**src/rtl/segment_descriptor_table_unit_defines.svh**
```systemverilog
// assertion macros shared by the segment descriptor table rtl
`ifndef SEGMENT_DESCRIPTOR_TABLE_UNIT_DEFINES_SVH
`define SEGMENT_DESCRIPTOR_TABLE_UNIT_DEFINES_SVH

// same-cycle implication, checked outside reset
`define SDT_ASSERT_NOW(label, clk, rst_n, ante, cons) \
  label: assert property (@(posedge clk) disable iff (!(rst_n)) (ante) |-> (cons)) \
    else $error("sdt assertion failed");

// next-cycle implication, checked outside reset
`define SDT_ASSERT_NEXT(label, clk, rst_n, ante, cons) \
  label: assert property (@(posedge clk) disable iff (!(rst_n)) (ante) |=> (cons)) \
    else $error("sdt assertion failed");

`endif

```
**src/rtl/sdt_pkg.sv**
```systemverilog
// types, codes and descriptor packing helpers for the segment descriptor table
`default_nettype none
package sdt_pkg;

  typedef enum logic [1:0] {
    OP_INSERT   = 2'd0,
    OP_FIND     = 2'd1,
    OP_GET_BASE = 2'd2
  } op_e;

  typedef enum logic [1:0] {
    ST_OK      = 2'd0,
    ST_NO_FREE = 2'd1,
    ST_RANGE   = 2'd2
  } status_e;

  typedef enum logic [2:0] {
    S_IDLE,
    S_DECODE,
    S_GET_RD,
    S_GET_CHK,
    S_SCAN,
    S_FINISH
  } state_e;

  localparam int unsigned DESC_W = 64;
  localparam logic [3:0]  GRAN_FLAG = 4'h8;
  localparam logic [31:0] LIMIT_SCALE_THRESHOLD = 32'h0001_0000;
  localparam int unsigned LIMIT_SCALE_SHIFT = 12;

  // controller to datapath
  typedef struct packed {
    logic load;       // latch request transaction
    logic wr_en;      // write packed descriptor
    logic ptr_load;   // load read pointer with start index
    logic rd_en;      // issue table read at pointer
    logic res_range;  // result: index beyond table
    logic res_nofree; // result: no free entry
    logic res_hit;    // result: free entry at checked index
    logic res_base;   // result: base from checked entry
    logic rsp_load;   // move result into output register
  } cmd_t;

  // datapath to controller
  typedef struct packed {
    op_e  op;
    logic idx_ok;
    logic sel_ok;
    logic chk_vld;
    logic chk_free;
    logic chk_last;
    logic rsp_free;
  } stat_t;

  function automatic logic [DESC_W-1:0] pack_descriptor(
    input logic [31:0] base,
    input logic [31:0] limit,
    input logic [7:0]  access,
    input logic [3:0]  flags
  );
    logic [31:0] lim;
    logic [3:0]  flg;
    lim = limit;
    flg = flags;
    if (limit > LIMIT_SCALE_THRESHOLD) begin
      lim = limit >> LIMIT_SCALE_SHIFT;
      flg = flags | GRAN_FLAG;
    end
    return {base[31:24], flg, lim[19:16], access, base[23:0], lim[15:0]};
  endfunction

  function automatic logic [31:0] unpack_base(input logic [DESC_W-1:0] d);
    return {d[63:56], d[39:16]};
  endfunction

endpackage
`default_nettype wire

```
**src/rtl/sdt_req_if.sv**
```systemverilog
// request channel: valid/ready handshake with operation fields
`default_nettype none
interface sdt_req_if;
  logic        valid;
  logic        ready;
  logic [1:0]  op;
  logic [7:0]  entry_index;
  logic [15:0] selector;
  logic [31:0] seg_base;
  logic [31:0] seg_limit;
  logic [7:0]  access_byte;
  logic [3:0]  flag_nibble;

  modport source (
    output valid, op, entry_index, selector, seg_base, seg_limit, access_byte, flag_nibble,
    input  ready
  );
  modport sink (
    input  valid, op, entry_index, selector, seg_base, seg_limit, access_byte, flag_nibble,
    output ready
  );
endinterface
`default_nettype wire

```
**src/rtl/sdt_rsp_if.sv**
```systemverilog
// response channel: valid/ready handshake with result fields
`default_nettype none
interface sdt_rsp_if;
  logic        valid;
  logic        ready;
  logic [1:0]  status;
  logic [7:0]  found_index;
  logic [31:0] segment_base;

  modport source (
    output valid, status, found_index, segment_base,
    input  ready
  );
  modport sink (
    input  valid, status, found_index, segment_base,
    output ready
  );
endinterface
`default_nettype wire

```
**src/rtl/sdt_ram.sv**
```systemverilog
// generic single-write, single-read ram with registered read data
`default_nettype none
module sdt_ram #(
  parameter int unsigned WIDTH = 64,
  parameter int unsigned DEPTH = 32,
  localparam int unsigned AW = (DEPTH > 1) ? $clog2(DEPTH) : 1
) (
  input  wire logic             clk_i,
  input  wire logic             we_i,
  input  wire logic [AW-1:0]    waddr_i,
  input  wire logic [WIDTH-1:0] wdata_i,
  input  wire logic             re_i,
  input  wire logic [AW-1:0]    raddr_i,
  output logic      [WIDTH-1:0] rdata_o
);

  logic [WIDTH-1:0] mem_q [DEPTH];
  logic [WIDTH-1:0] rdata_q;

  always_ff @(posedge clk_i) begin
    if (we_i) begin
      mem_q[waddr_i] <= wdata_i;
    end
    if (re_i) begin
      rdata_q <= mem_q[raddr_i];
    end
  end

  assign rdata_o = rdata_q;

endmodule
`default_nettype wire

```
**src/rtl/sdt_datapath.sv**
```systemverilog
// request latch, descriptor table, scan pointer and result registers
`default_nettype none
module sdt_datapath #(
  parameter int unsigned TABLE_ENTRIES = 32,
  localparam int unsigned AW = $clog2(TABLE_ENTRIES)
) (
  input  wire logic           clk_i,
  input  wire logic           rst_ni,
  input  wire sdt_pkg::cmd_t  cmd_i,
  output sdt_pkg::stat_t      stat_o,
  input  wire logic [1:0]     op_i,
  input  wire logic [7:0]     entry_index_i,
  input  wire logic [15:0]    selector_i,
  input  wire logic [31:0]    seg_base_i,
  input  wire logic [31:0]    seg_limit_i,
  input  wire logic [7:0]     access_byte_i,
  input  wire logic [3:0]     flag_nibble_i,
  input  wire logic           rsp_ready_i,
  output logic                rsp_valid_o,
  output logic [1:0]          status_o,
  output logic [7:0]          found_index_o,
  output logic [31:0]         segment_base_o
);
  import sdt_pkg::*;

  // latched request
  op_e         op_q;
  logic [7:0]  idx_q;
  logic [12:0] tidx_q;
  logic [31:0] base_q;
  logic [31:0] limit_q;
  logic [7:0]  access_q;
  logic [3:0]  flags_q;

  // scan and check
  logic [AW-1:0] rd_ptr_q;
  logic [AW-1:0] chk_ptr_q;
  logic          chk_vld_q;
  logic          chk_last_q;
  logic          ent_valid_q;
  logic          rd_last;
  logic [AW-1:0] start_addr;
  logic [DESC_W-1:0] rd_data;
  logic [TABLE_ENTRIES-1:0] valid_q;

  // pending result and output register
  status_e     res_status_q;
  logic [7:0]  res_found_q;
  logic [31:0] res_base_q;
  logic        rsp_valid_q;
  logic [1:0]  rsp_status_q;
  logic [7:0]  rsp_found_q;
  logic [31:0] rsp_base_q;

  always_ff @(posedge clk_i) begin
    if (cmd_i.load) begin
      op_q     <= op_e'(op_i);
      idx_q    <= entry_index_i;
      tidx_q   <= selector_i[15:3];
      base_q   <= seg_base_i;
      limit_q  <= seg_limit_i;
      access_q <= access_byte_i;
      flags_q  <= flag_nibble_i;
    end
  end

  assign rd_last    = (rd_ptr_q == AW'(TABLE_ENTRIES - 1));
  assign start_addr = (op_q == OP_GET_BASE) ? tidx_q[AW-1:0] : idx_q[AW-1:0];

  always_ff @(posedge clk_i) begin
    if (cmd_i.ptr_load) begin
      rd_ptr_q <= start_addr;
    end else if (cmd_i.rd_en && !rd_last) begin
      rd_ptr_q <= rd_ptr_q + AW'(1);
    end
    if (cmd_i.rd_en) begin
      chk_ptr_q   <= rd_ptr_q;
      chk_last_q  <= rd_last;
      ent_valid_q <= valid_q[rd_ptr_q];
    end
  end

  // per-entry written flags; an unwritten entry reads as zero
  always_ff @(posedge clk_i or negedge rst_ni) begin
    if (!rst_ni) begin
      valid_q   <= '0;
      chk_vld_q <= 1'b0;
    end else begin
      chk_vld_q <= cmd_i.rd_en;
      if (cmd_i.wr_en) begin
        valid_q[idx_q[AW-1:0]] <= 1'b1;
      end
    end
  end

  sdt_ram #(
    .WIDTH (DESC_W),
    .DEPTH (TABLE_ENTRIES)
  ) u_table (
    .clk_i   (clk_i),
    .we_i    (cmd_i.wr_en),
    .waddr_i (idx_q[AW-1:0]),
    .wdata_i (pack_descriptor(base_q, limit_q, access_q, flags_q)),
    .re_i    (cmd_i.rd_en),
    .raddr_i (rd_ptr_q),
    .rdata_o (rd_data)
  );

  always_ff @(posedge clk_i) begin
    if (cmd_i.load) begin
      res_status_q <= ST_OK;
      res_found_q  <= '0;
      res_base_q   <= '0;
    end else begin
      if (cmd_i.res_range) begin
        res_status_q <= ST_RANGE;
      end
      if (cmd_i.res_nofree) begin
        res_status_q <= ST_NO_FREE;
        res_found_q  <= '0;
      end
      if (cmd_i.res_hit) begin
        res_found_q <= 8'(chk_ptr_q);
      end
      if (cmd_i.res_base) begin
        res_base_q <= ent_valid_q ? unpack_base(rd_data) : '0;
      end
    end
  end

  always_ff @(posedge clk_i or negedge rst_ni) begin
    if (!rst_ni) begin
      rsp_valid_q <= 1'b0;
    end else if (cmd_i.rsp_load) begin
      rsp_valid_q <= 1'b1;
    end else if (rsp_ready_i) begin
      rsp_valid_q <= 1'b0;
    end
  end

  always_ff @(posedge clk_i) begin
    if (cmd_i.rsp_load) begin
      rsp_status_q <= res_status_q;
      rsp_found_q  <= res_found_q;
      rsp_base_q   <= res_base_q;
    end
  end

  assign stat_o.op       = op_q;
  assign stat_o.idx_ok   = ({1'b0, idx_q} < 9'(TABLE_ENTRIES));
  assign stat_o.sel_ok   = (tidx_q < 13'(TABLE_ENTRIES));
  assign stat_o.chk_vld  = chk_vld_q;
  assign stat_o.chk_free = !ent_valid_q || (rd_data == '0);
  assign stat_o.chk_last = chk_last_q;
  assign stat_o.rsp_free = !rsp_valid_q || rsp_ready_i;

  assign rsp_valid_o    = rsp_valid_q;
  assign status_o       = rsp_status_q;
  assign found_index_o  = rsp_found_q;
  assign segment_base_o = rsp_base_q;

endmodule
`default_nettype wire

```
**src/rtl/sdt_ctrl.sv**
```systemverilog
// operation sequencer: decode, table read, free scan and result hand-off
`default_nettype none
module sdt_ctrl (
  input  wire logic           clk_i,
  input  wire logic           rst_ni,
  input  wire logic           req_valid_i,
  output logic                req_ready_o,
  input  wire sdt_pkg::stat_t stat_i,
  output sdt_pkg::cmd_t       cmd_o
);
  import sdt_pkg::*;

  state_e state_q, state_d;

  always_ff @(posedge clk_i or negedge rst_ni) begin
    if (!rst_ni) begin
      state_q <= S_IDLE;
    end else begin
      state_q <= state_d;
    end
  end

  always_comb begin
    state_d     = state_q;
    cmd_o       = '0;
    req_ready_o = 1'b0;
    case (state_q)
      S_IDLE: begin
        req_ready_o = 1'b1;
        if (req_valid_i) begin
          cmd_o.load = 1'b1;
          state_d    = S_DECODE;
        end
      end
      S_DECODE: begin
        state_d = S_FINISH;
        case (stat_i.op)
          OP_INSERT: begin
            if (stat_i.idx_ok) begin
              cmd_o.wr_en = 1'b1;
            end else begin
              cmd_o.res_range = 1'b1;
            end
          end
          OP_FIND: begin
            if (stat_i.idx_ok) begin
              cmd_o.ptr_load = 1'b1;
              state_d        = S_SCAN;
            end else begin
              cmd_o.res_nofree = 1'b1;
            end
          end
          OP_GET_BASE: begin
            if (stat_i.sel_ok) begin
              cmd_o.ptr_load = 1'b1;
              state_d        = S_GET_RD;
            end else begin
              cmd_o.res_range = 1'b1;
            end
          end
          default: begin
            state_d = S_FINISH;
          end
        endcase
      end
      S_GET_RD: begin
        cmd_o.rd_en = 1'b1;
        state_d     = S_GET_CHK;
      end
      S_GET_CHK: begin
        cmd_o.res_base = 1'b1;
        state_d        = S_FINISH;
      end
      S_SCAN: begin
        // reads stream one per cycle; each check uses the registered read data
        cmd_o.rd_en = 1'b1;
        if (stat_i.chk_vld && stat_i.chk_free) begin
          cmd_o.res_hit = 1'b1;
          state_d       = S_FINISH;
        end else if (stat_i.chk_vld && stat_i.chk_last) begin
          cmd_o.res_nofree = 1'b1;
          state_d          = S_FINISH;
        end
      end
      S_FINISH: begin
        if (stat_i.rsp_free) begin
          cmd_o.rsp_load = 1'b1;
          state_d        = S_IDLE;
        end
      end
      default: begin
        state_d = S_IDLE;
      end
    endcase
  end

endmodule
`default_nettype wire

```
**src/rtl/segment_descriptor_table_unit.sv**
```systemverilog
// top level of the segment descriptor table: sequencer plus table datapath
//
// channel  dir  modport  contents
// req_i    in   sink     op, entry_index, selector, seg_base, seg_limit, access_byte, flag_nibble
// rsp_o    out  source   status, found_index, segment_base
//
// one request transaction in flight at a time; insert and out-of-range or
// unused ops pass from decode straight to finish and the output register,
// get base adds a table read and a check, and find free scans from the
// entry index upward, one table read per cycle through the single ram read port
// reset clears every entry at once through per-entry written flags, no sweep
// a stalled response holds the result in the output register while the
// next request transaction is taken and worked on up to its hand-off
`default_nettype none
`include "segment_descriptor_table_unit_defines.svh"
module segment_descriptor_table_unit #(
  parameter int unsigned TABLE_ENTRIES = 32
) (
  input  wire logic  clk_i,
  input  wire logic  rst_ni,
  sdt_req_if.sink    req_i,
  sdt_rsp_if.source  rsp_o
);
  import sdt_pkg::*;

  cmd_t  cmd;
  stat_t stat;

  // sequencer
  sdt_ctrl u_ctrl (
    .clk_i       (clk_i),
    .rst_ni      (rst_ni),
    .req_valid_i (req_i.valid),
    .req_ready_o (req_i.ready),
    .stat_i      (stat),
    .cmd_o       (cmd)
  );

  // table, scan pointer and result registers
  sdt_datapath #(
    .TABLE_ENTRIES (TABLE_ENTRIES)
  ) u_datapath (
    .clk_i          (clk_i),
    .rst_ni         (rst_ni),
    .cmd_i          (cmd),
    .stat_o         (stat),
    .op_i           (req_i.op),
    .entry_index_i  (req_i.entry_index),
    .selector_i     (req_i.selector),
    .seg_base_i     (req_i.seg_base),
    .seg_limit_i    (req_i.seg_limit),
    .access_byte_i  (req_i.access_byte),
    .flag_nibble_i  (req_i.flag_nibble),
    .rsp_ready_i    (rsp_o.ready),
    .rsp_valid_o    (rsp_o.valid),
    .status_o       (rsp_o.status),
    .found_index_o  (rsp_o.found_index),
    .segment_base_o (rsp_o.segment_base)
  );

  // one transaction at a time: after a request is taken, ready drops
  `SDT_ASSERT_NEXT(a_one_in_flight, clk_i, rst_ni, req_i.valid && req_i.ready, !req_i.ready)

  // a pending result is never overwritten before it is taken
  `SDT_ASSERT_NOW(a_no_rsp_overwrite, clk_i, rst_ni, cmd.rsp_load,
                  !rsp_o.valid || rsp_o.ready)

  // a failed find always reports index zero
  `SDT_ASSERT_NOW(a_nofree_zero_idx, clk_i, rst_ni,
                  rsp_o.valid && (rsp_o.status == ST_NO_FREE), rsp_o.found_index == 8'd0)

  // table writes and reads never share a cycle
  `SDT_ASSERT_NOW(a_wr_rd_excl, clk_i, rst_ni, cmd.wr_en, !cmd.rd_en)

endmodule
`default_nettype wire
```
**src/flat_wrapper.sv**
```systemverilog
// flat-port wrapper written by rule: the top's interface ports become plain ports
module segment_descriptor_table_unit_flat import sdt_pkg::*;
#(
  parameter int unsigned TABLE_ENTRIES = 32
)
  (clk_i, rst_ni, req_i_valid, req_i_op, req_i_entry_index, req_i_selector, req_i_seg_base, req_i_seg_limit, req_i_access_byte, req_i_flag_nibble, req_i_ready, rsp_o_valid, rsp_o_status, rsp_o_found_index, rsp_o_segment_base, rsp_o_ready);
  sdt_req_if req_i_i ();
  sdt_rsp_if rsp_o_i ();
  input  wire logic clk_i;
  input  wire logic rst_ni;
  input wire logic [$bits(req_i_i.valid)-1:0] req_i_valid;
  input wire logic [$bits(req_i_i.op)-1:0] req_i_op;
  input wire logic [$bits(req_i_i.entry_index)-1:0] req_i_entry_index;
  input wire logic [$bits(req_i_i.selector)-1:0] req_i_selector;
  input wire logic [$bits(req_i_i.seg_base)-1:0] req_i_seg_base;
  input wire logic [$bits(req_i_i.seg_limit)-1:0] req_i_seg_limit;
  input wire logic [$bits(req_i_i.access_byte)-1:0] req_i_access_byte;
  input wire logic [$bits(req_i_i.flag_nibble)-1:0] req_i_flag_nibble;
  output wire logic [$bits(req_i_i.ready)-1:0] req_i_ready;
  output wire logic [$bits(rsp_o_i.valid)-1:0] rsp_o_valid;
  output wire logic [$bits(rsp_o_i.status)-1:0] rsp_o_status;
  output wire logic [$bits(rsp_o_i.found_index)-1:0] rsp_o_found_index;
  output wire logic [$bits(rsp_o_i.segment_base)-1:0] rsp_o_segment_base;
  input wire logic [$bits(rsp_o_i.ready)-1:0] rsp_o_ready;
  assign req_i_i.valid = req_i_valid;
  assign req_i_i.op = req_i_op;
  assign req_i_i.entry_index = req_i_entry_index;
  assign req_i_i.selector = req_i_selector;
  assign req_i_i.seg_base = req_i_seg_base;
  assign req_i_i.seg_limit = req_i_seg_limit;
  assign req_i_i.access_byte = req_i_access_byte;
  assign req_i_i.flag_nibble = req_i_flag_nibble;
  assign req_i_ready = req_i_i.ready;
  assign rsp_o_valid = rsp_o_i.valid;
  assign rsp_o_status = rsp_o_i.status;
  assign rsp_o_found_index = rsp_o_i.found_index;
  assign rsp_o_segment_base = rsp_o_i.segment_base;
  assign rsp_o_i.ready = rsp_o_ready;
  segment_descriptor_table_unit #(.TABLE_ENTRIES(TABLE_ENTRIES)) u_core (.clk_i(clk_i), .rst_ni(rst_ni), .req_i(req_i_i), .rsp_o(rsp_o_i));
endmodule
```
**config.mk**
```make
export PLATFORM = sky130hd
export DESIGN_NAME = segment_descriptor_table_unit_flat
export DESIGN_NICKNAME = d
export VERILOG_FILES = /design/src/rtl/sdt_pkg.sv /design/src/rtl/sdt_req_if.sv /design/src/rtl/sdt_rsp_if.sv /design/src/rtl/sdt_ram.sv /design/src/rtl/sdt_datapath.sv /design/src/rtl/sdt_ctrl.sv /design/src/rtl/segment_descriptor_table_unit.sv /design/src/flat_wrapper.sv
export VERILOG_INCLUDE_DIRS = /design/src /design/src/rtl
export SDC_FILE = /design/constraint.sdc
export NUM_CORES = 2
export LEC_CHECK = 0
export ABC_AREA = 1
export BUFFER_PORTS_ARGS = -buffer_cell sky130_fd_sc_hd__buf_2
export CORE_MARGIN = 2
export CORE_UTILIZATION = 40
export DETAILED_ROUTE_END_ITERATION = 8
export PLACE_DENSITY = 0.62
export SETUP_SLACK_MARGIN = 0.2
export SYNTH_ARGS = -nofsm -noshare
export SYNTH_HDL_FRONTEND = slang
export SYNTH_HIERARCHICAL = 1
export SYNTH_SLANG_ARGS = --single-unit
```
**constraint.sdc**
```tcl
create_clock -name clk_i -period 24.4 [get_ports clk_i]
set_clock_uncertainty 0.15 [all_clocks]
set_input_delay 7.32 -clock clk_i [delete_from_list [all_inputs] [get_ports clk_i]]
set_output_delay 7.32 -clock clk_i [all_outputs]
set_load 0.02 [all_outputs]
```
==> flow_summary_export.csv <==
group,metric,value,unit
run_status,status,"completed",
setup_path,cp_top_family,"flip-flops",
floorplan,die_area,0.235,mm²
floorplan,core-area,0.230,mm²
setup_path,critPathKind,"register to primary output",
power,powerDensity,102,mW/mm²
setup_path,r2r_cells,12,
setup_path,arrival,2010,ps
clock_network,cts_buffers,237,
detailed_routing,drt_iter0_drc,7102,
job,drv_cap,0,
detailed_routing,via_count,59800,
power,switchingPower,3380,µW
power,p_total,10600,µW
sta,fin_crit,9480,ps
power,ir_drop,64.6,µV
grt,gr-total-overflow,0,
synth,yosysSeqAreaShare,75.3,%
sta,rsz0062_at_grt,"no",
floorplan,std_cell_rows,176,
detailed_routing,ant_nets,0,
sta,slew_headroom,13.5,%
synth,ys_ff_latch,2338,
floorplan,fp.dieH,485,µm
final_layout,fillers,20500,
setup_path,crit_required,16930,ps
grt,grt_usage,21.4,%
detailed_routing,dr.pass1.iters,6,
setup_path,worstPathMaxFanout,7,
clock_network,cts_resized,0,
sta,fmax,0.106,GHz
min_path,hold_depth,0,
final_layout,nets,7739,
setup_path,reg2reg_slack,19060,ps
power,p_sw_share,32.0,%
final_layout,utilization,45.1,%
setup_path,start_kind,"register",
clock_network,clock_tree.buffer_depth,3,
floorplan,start_util,40.2,%
final_layout,areaGrowthSynthToFinish,12.0,%
power,p_leak,0.0368,µW
sta,slew_violations,0,
clock_network,post_cts_buffers,0,
min_path,hp-class,"register to register",
final_layout,drive_gt1_share,8.60,%
synth,syn_inst,7578,
synth,synth_area_leader_cell,"edfxtp_1",
synth,synthArstFlopShare,1.58,%
sta,finalCritPeriodShare,38.8,%
power,share_comb_of_total_power,21.1,%
power,p_int,7190,µW
grt,grt_max_degree,205,
placed_design,io_buffer_count,143,
setup_path,path_cells,"nor2_2 > inv_1 > nor2_1 > buf_2",
clock_network,cts_hold_buffers,0,
sta,worstMarginPinSlew,1300,ps
setup_path,cp_slowest_stage_delay,470,ps
grt,first_global_vias,56300,
final_layout,stdcell_area,0.104,mm²
sta,setup_viol,0,
floorplan,ioPinCount,150,
clock_network,h-tree-depth,4,
synth,synth_area_leaders,"edfxtp_1 73%, nand2_1 10%, nand3_1 10%",
synth,synthFlopType,"edfxtp_1",
detailed_routing,totalWireLength,257000,µm
setup_path,slowest_stage,"dfrtp_1",
power,seqPwrFrac,45.8,%
clock_network,clkTransAtPathRegs,60,ps
floorplan,fp.dieW,485,µm
clock_network,cts.root.buffer_cell,"clkbuf_16",
setup_path,critPathBufInv,2,
setup_path,reg2reg_from,"u_core/u_datapath/rd_ptr_q[0]",
synth,syn_area,0.0925,mm²
clock_network,clkLatencyLatePin,910,ps
clock_network,clock_sinks,2338,
placed_design,dp_hpwl,123000,µm
grt,antenna_found_initial,4,
sta,finalHoldViolCount,0,
detailed_routing,via_per_inst,5.51,
min_path,worstHoldStart,"u_core/u_datapath/res_base_q[21]",
setup_path,r2r_end,"u_core/u_datapath/u_table/rdata_o[39]",
setup_path,critPathCaptureType,"primary output",
sta,setup_tns,0,ps
placed_design,gp_congestion,0.768,
placed_design,dpl_cell_area,0.0961,mm²
synth,ys_warn_count,6,
detailed_routing,drc,0,
synth,yosysUniqueCellTypes,34,
power,clockPowerShare,33.0,%
synth,synth_area_per_cell,12.2,µm²
grt,grt_first_pass_wirelength,374000,µm
synth,synth_edf_count,2262,
min_path,hold_path_end,"u_core/u_datapath/segment_base_o[21]",
clock_network,cts_tree,"done",
detailed_routing,wl_per_cell,23.7,µm
synth,synth_top_area_share,73.4,%
## synthesized netlist by cell type, types with 12 or more instances
| cell | n |
|---|---|
| dfrtp_1 | 37 |
| edfxtp_1 | 2262 |
| buf_4 | 29 |
| nand2_1 | 2485 |
| nor2_1 | 117 |
| clkbuf_1 | 95 |
| nand4_1 | 14 |
| nand3_1 | 1848 |
| buf_1 | 49 |
| buf_2 | 285 |
| a21oi_1 | 12 |
| inv_1 | 173 |
| nand2_2 | 19 |
| o22ai_1 | 31 |
| dfxtp_1 | 39 |
| o21ai_0 | 47 |
## layer usage
metal  up-vias  GRT usage, %  routed length (µm)
li1      26800             -                   -
met5         -             0                   0
met1     29700          30.0              108000
met2      2903          34.6              119000
met4         0          5.80                6180
met3       405          3.58               23600
## layout by cell type, fill, tap and decap left out, types with 3 or more instances in the layout
cell type   count
clkinv_8        3
clkbuf_1       56
edfxtp_1     2262
o22ai_1        31
conb_1          3
dfrtp_1        37
dfxtp_1        39
a21oi_1        12
inv_6           8
nand2_2        19
buf_4         125
clkbuf_16     240
clkinv_1       60
nor2_1         83
nand4_1        14
buf_2         143
nand2_1      2484
nand2_4         4
clkinv_16       7
nor2_4         34
nand3_1      1848
o21ai_0        47
clkinv_2       42
inv_4           4
inv_16          4
nor3_1          4
inv_1         171
clkinvlp_4      6
clkinv_4        7
buf_12          5
nor2_2          3
bufinv_16      10
ha_1            5
## flip-flops by register name, summed over array words and instances (netlist names), 2 cells and up
signal	cells
u_core/u_datapath/access_q	8
u_core/u_datapath/res_found_q	5
u_core/u_datapath/idx_q	8
u_core/u_datapath/status_o	2
u_core/u_datapath/res_base_q	32
u_core/u_datapath/flags_q	4
u_core/u_datapath/rd_ptr_q	5
u_core/u_datapath/res_status_q	2
u_core/u_datapath/op_q	2
u_core/u_datapath/found_index_o	5
u_core/u_datapath/segment_base_o	32
u_core/u_ctrl/state_q	3
u_core/u_datapath/valid_q	32
u_core/u_datapath/limit_q	32
u_core/u_datapath/u_table/rdata_o	64
u_core/u_datapath/chk_ptr_q	5
u_core/u_datapath/tidx_q	13
u_core/u_datapath/base_q	32
u_core/u_datapath/u_table/mem_q	2048
## worst reg2reg max path, delay by kind of cell, from the launching register on
kind | cells | cell delay, ps
buffers and inverters | 4 | 3210
and+or+nand+nor | 8 | 1170
DFF | 1 | 550
## logic make-up after synthesis
group	Yosys count	synth area share, %
buf+inv	640	3.16
compound gates	92	0.542
other cells	1	0.00405
flops	2338	75.3
simple gates	4502	20.9
fa+ha+maj	5	0.0676
## per-stage QoR
stage               worst slack (ps)  hold slack, ps  cells
floorplan                       9140             258   7580
global placement               14940             269  10400
detailed placement             14840             269  10400
CTS                            14860             271  10900
global route                   14780             293  10900
finish                         14920             281  10900
## cell type report
cell class              instances  area (µm²)  area share, %
diodes                          1        2.50        0.00242
clock inverters               148        1240           1.20
multi-input cells            4602       20200           19.5
well taps                    3026        3790           3.66
clock buffers                 298        6240           6.03
flip-flops and latches       2338       69600           67.2
repair buffers                273        1750           1.69
inverters                     176         699          0.675
## worst max-delay path by stage
stage,startpoint,endpoint,cells after the start
2_1_floorplan,req_i_valid,u_core/u_datapath/res_base_q[15],5
3_3_place_gp,req_i_valid,u_core/u_datapath/base_q[20],5
3_5_place_dp,req_i_valid,u_core/u_datapath/base_q[20],5
4_1_cts,u_core/u_ctrl/state_q[0],req_i_ready,4
5_1_grt,u_core/u_ctrl/state_q[0],req_i_ready,4
6_report,u_core/u_ctrl/state_q[0],req_i_ready,4
## power groups by stage
| stage | Clock, µW | Sequential [µW] | Combinational, µW |
|---|---|---|---|
| final | 3490 | 4850 | 2240 |
| after global routing | 3700 | 4870 | 2450 |
| after CTS | 3550 | 4850 | 2210 |
| after detailed placement | 0 | 4930 | 2200 |
| after global placement | 0 | 4930 | 2170 |
| after floorplan | 0 | 4880 | 1510 |
No activity file was read; power rests on OpenSTA's default activity.
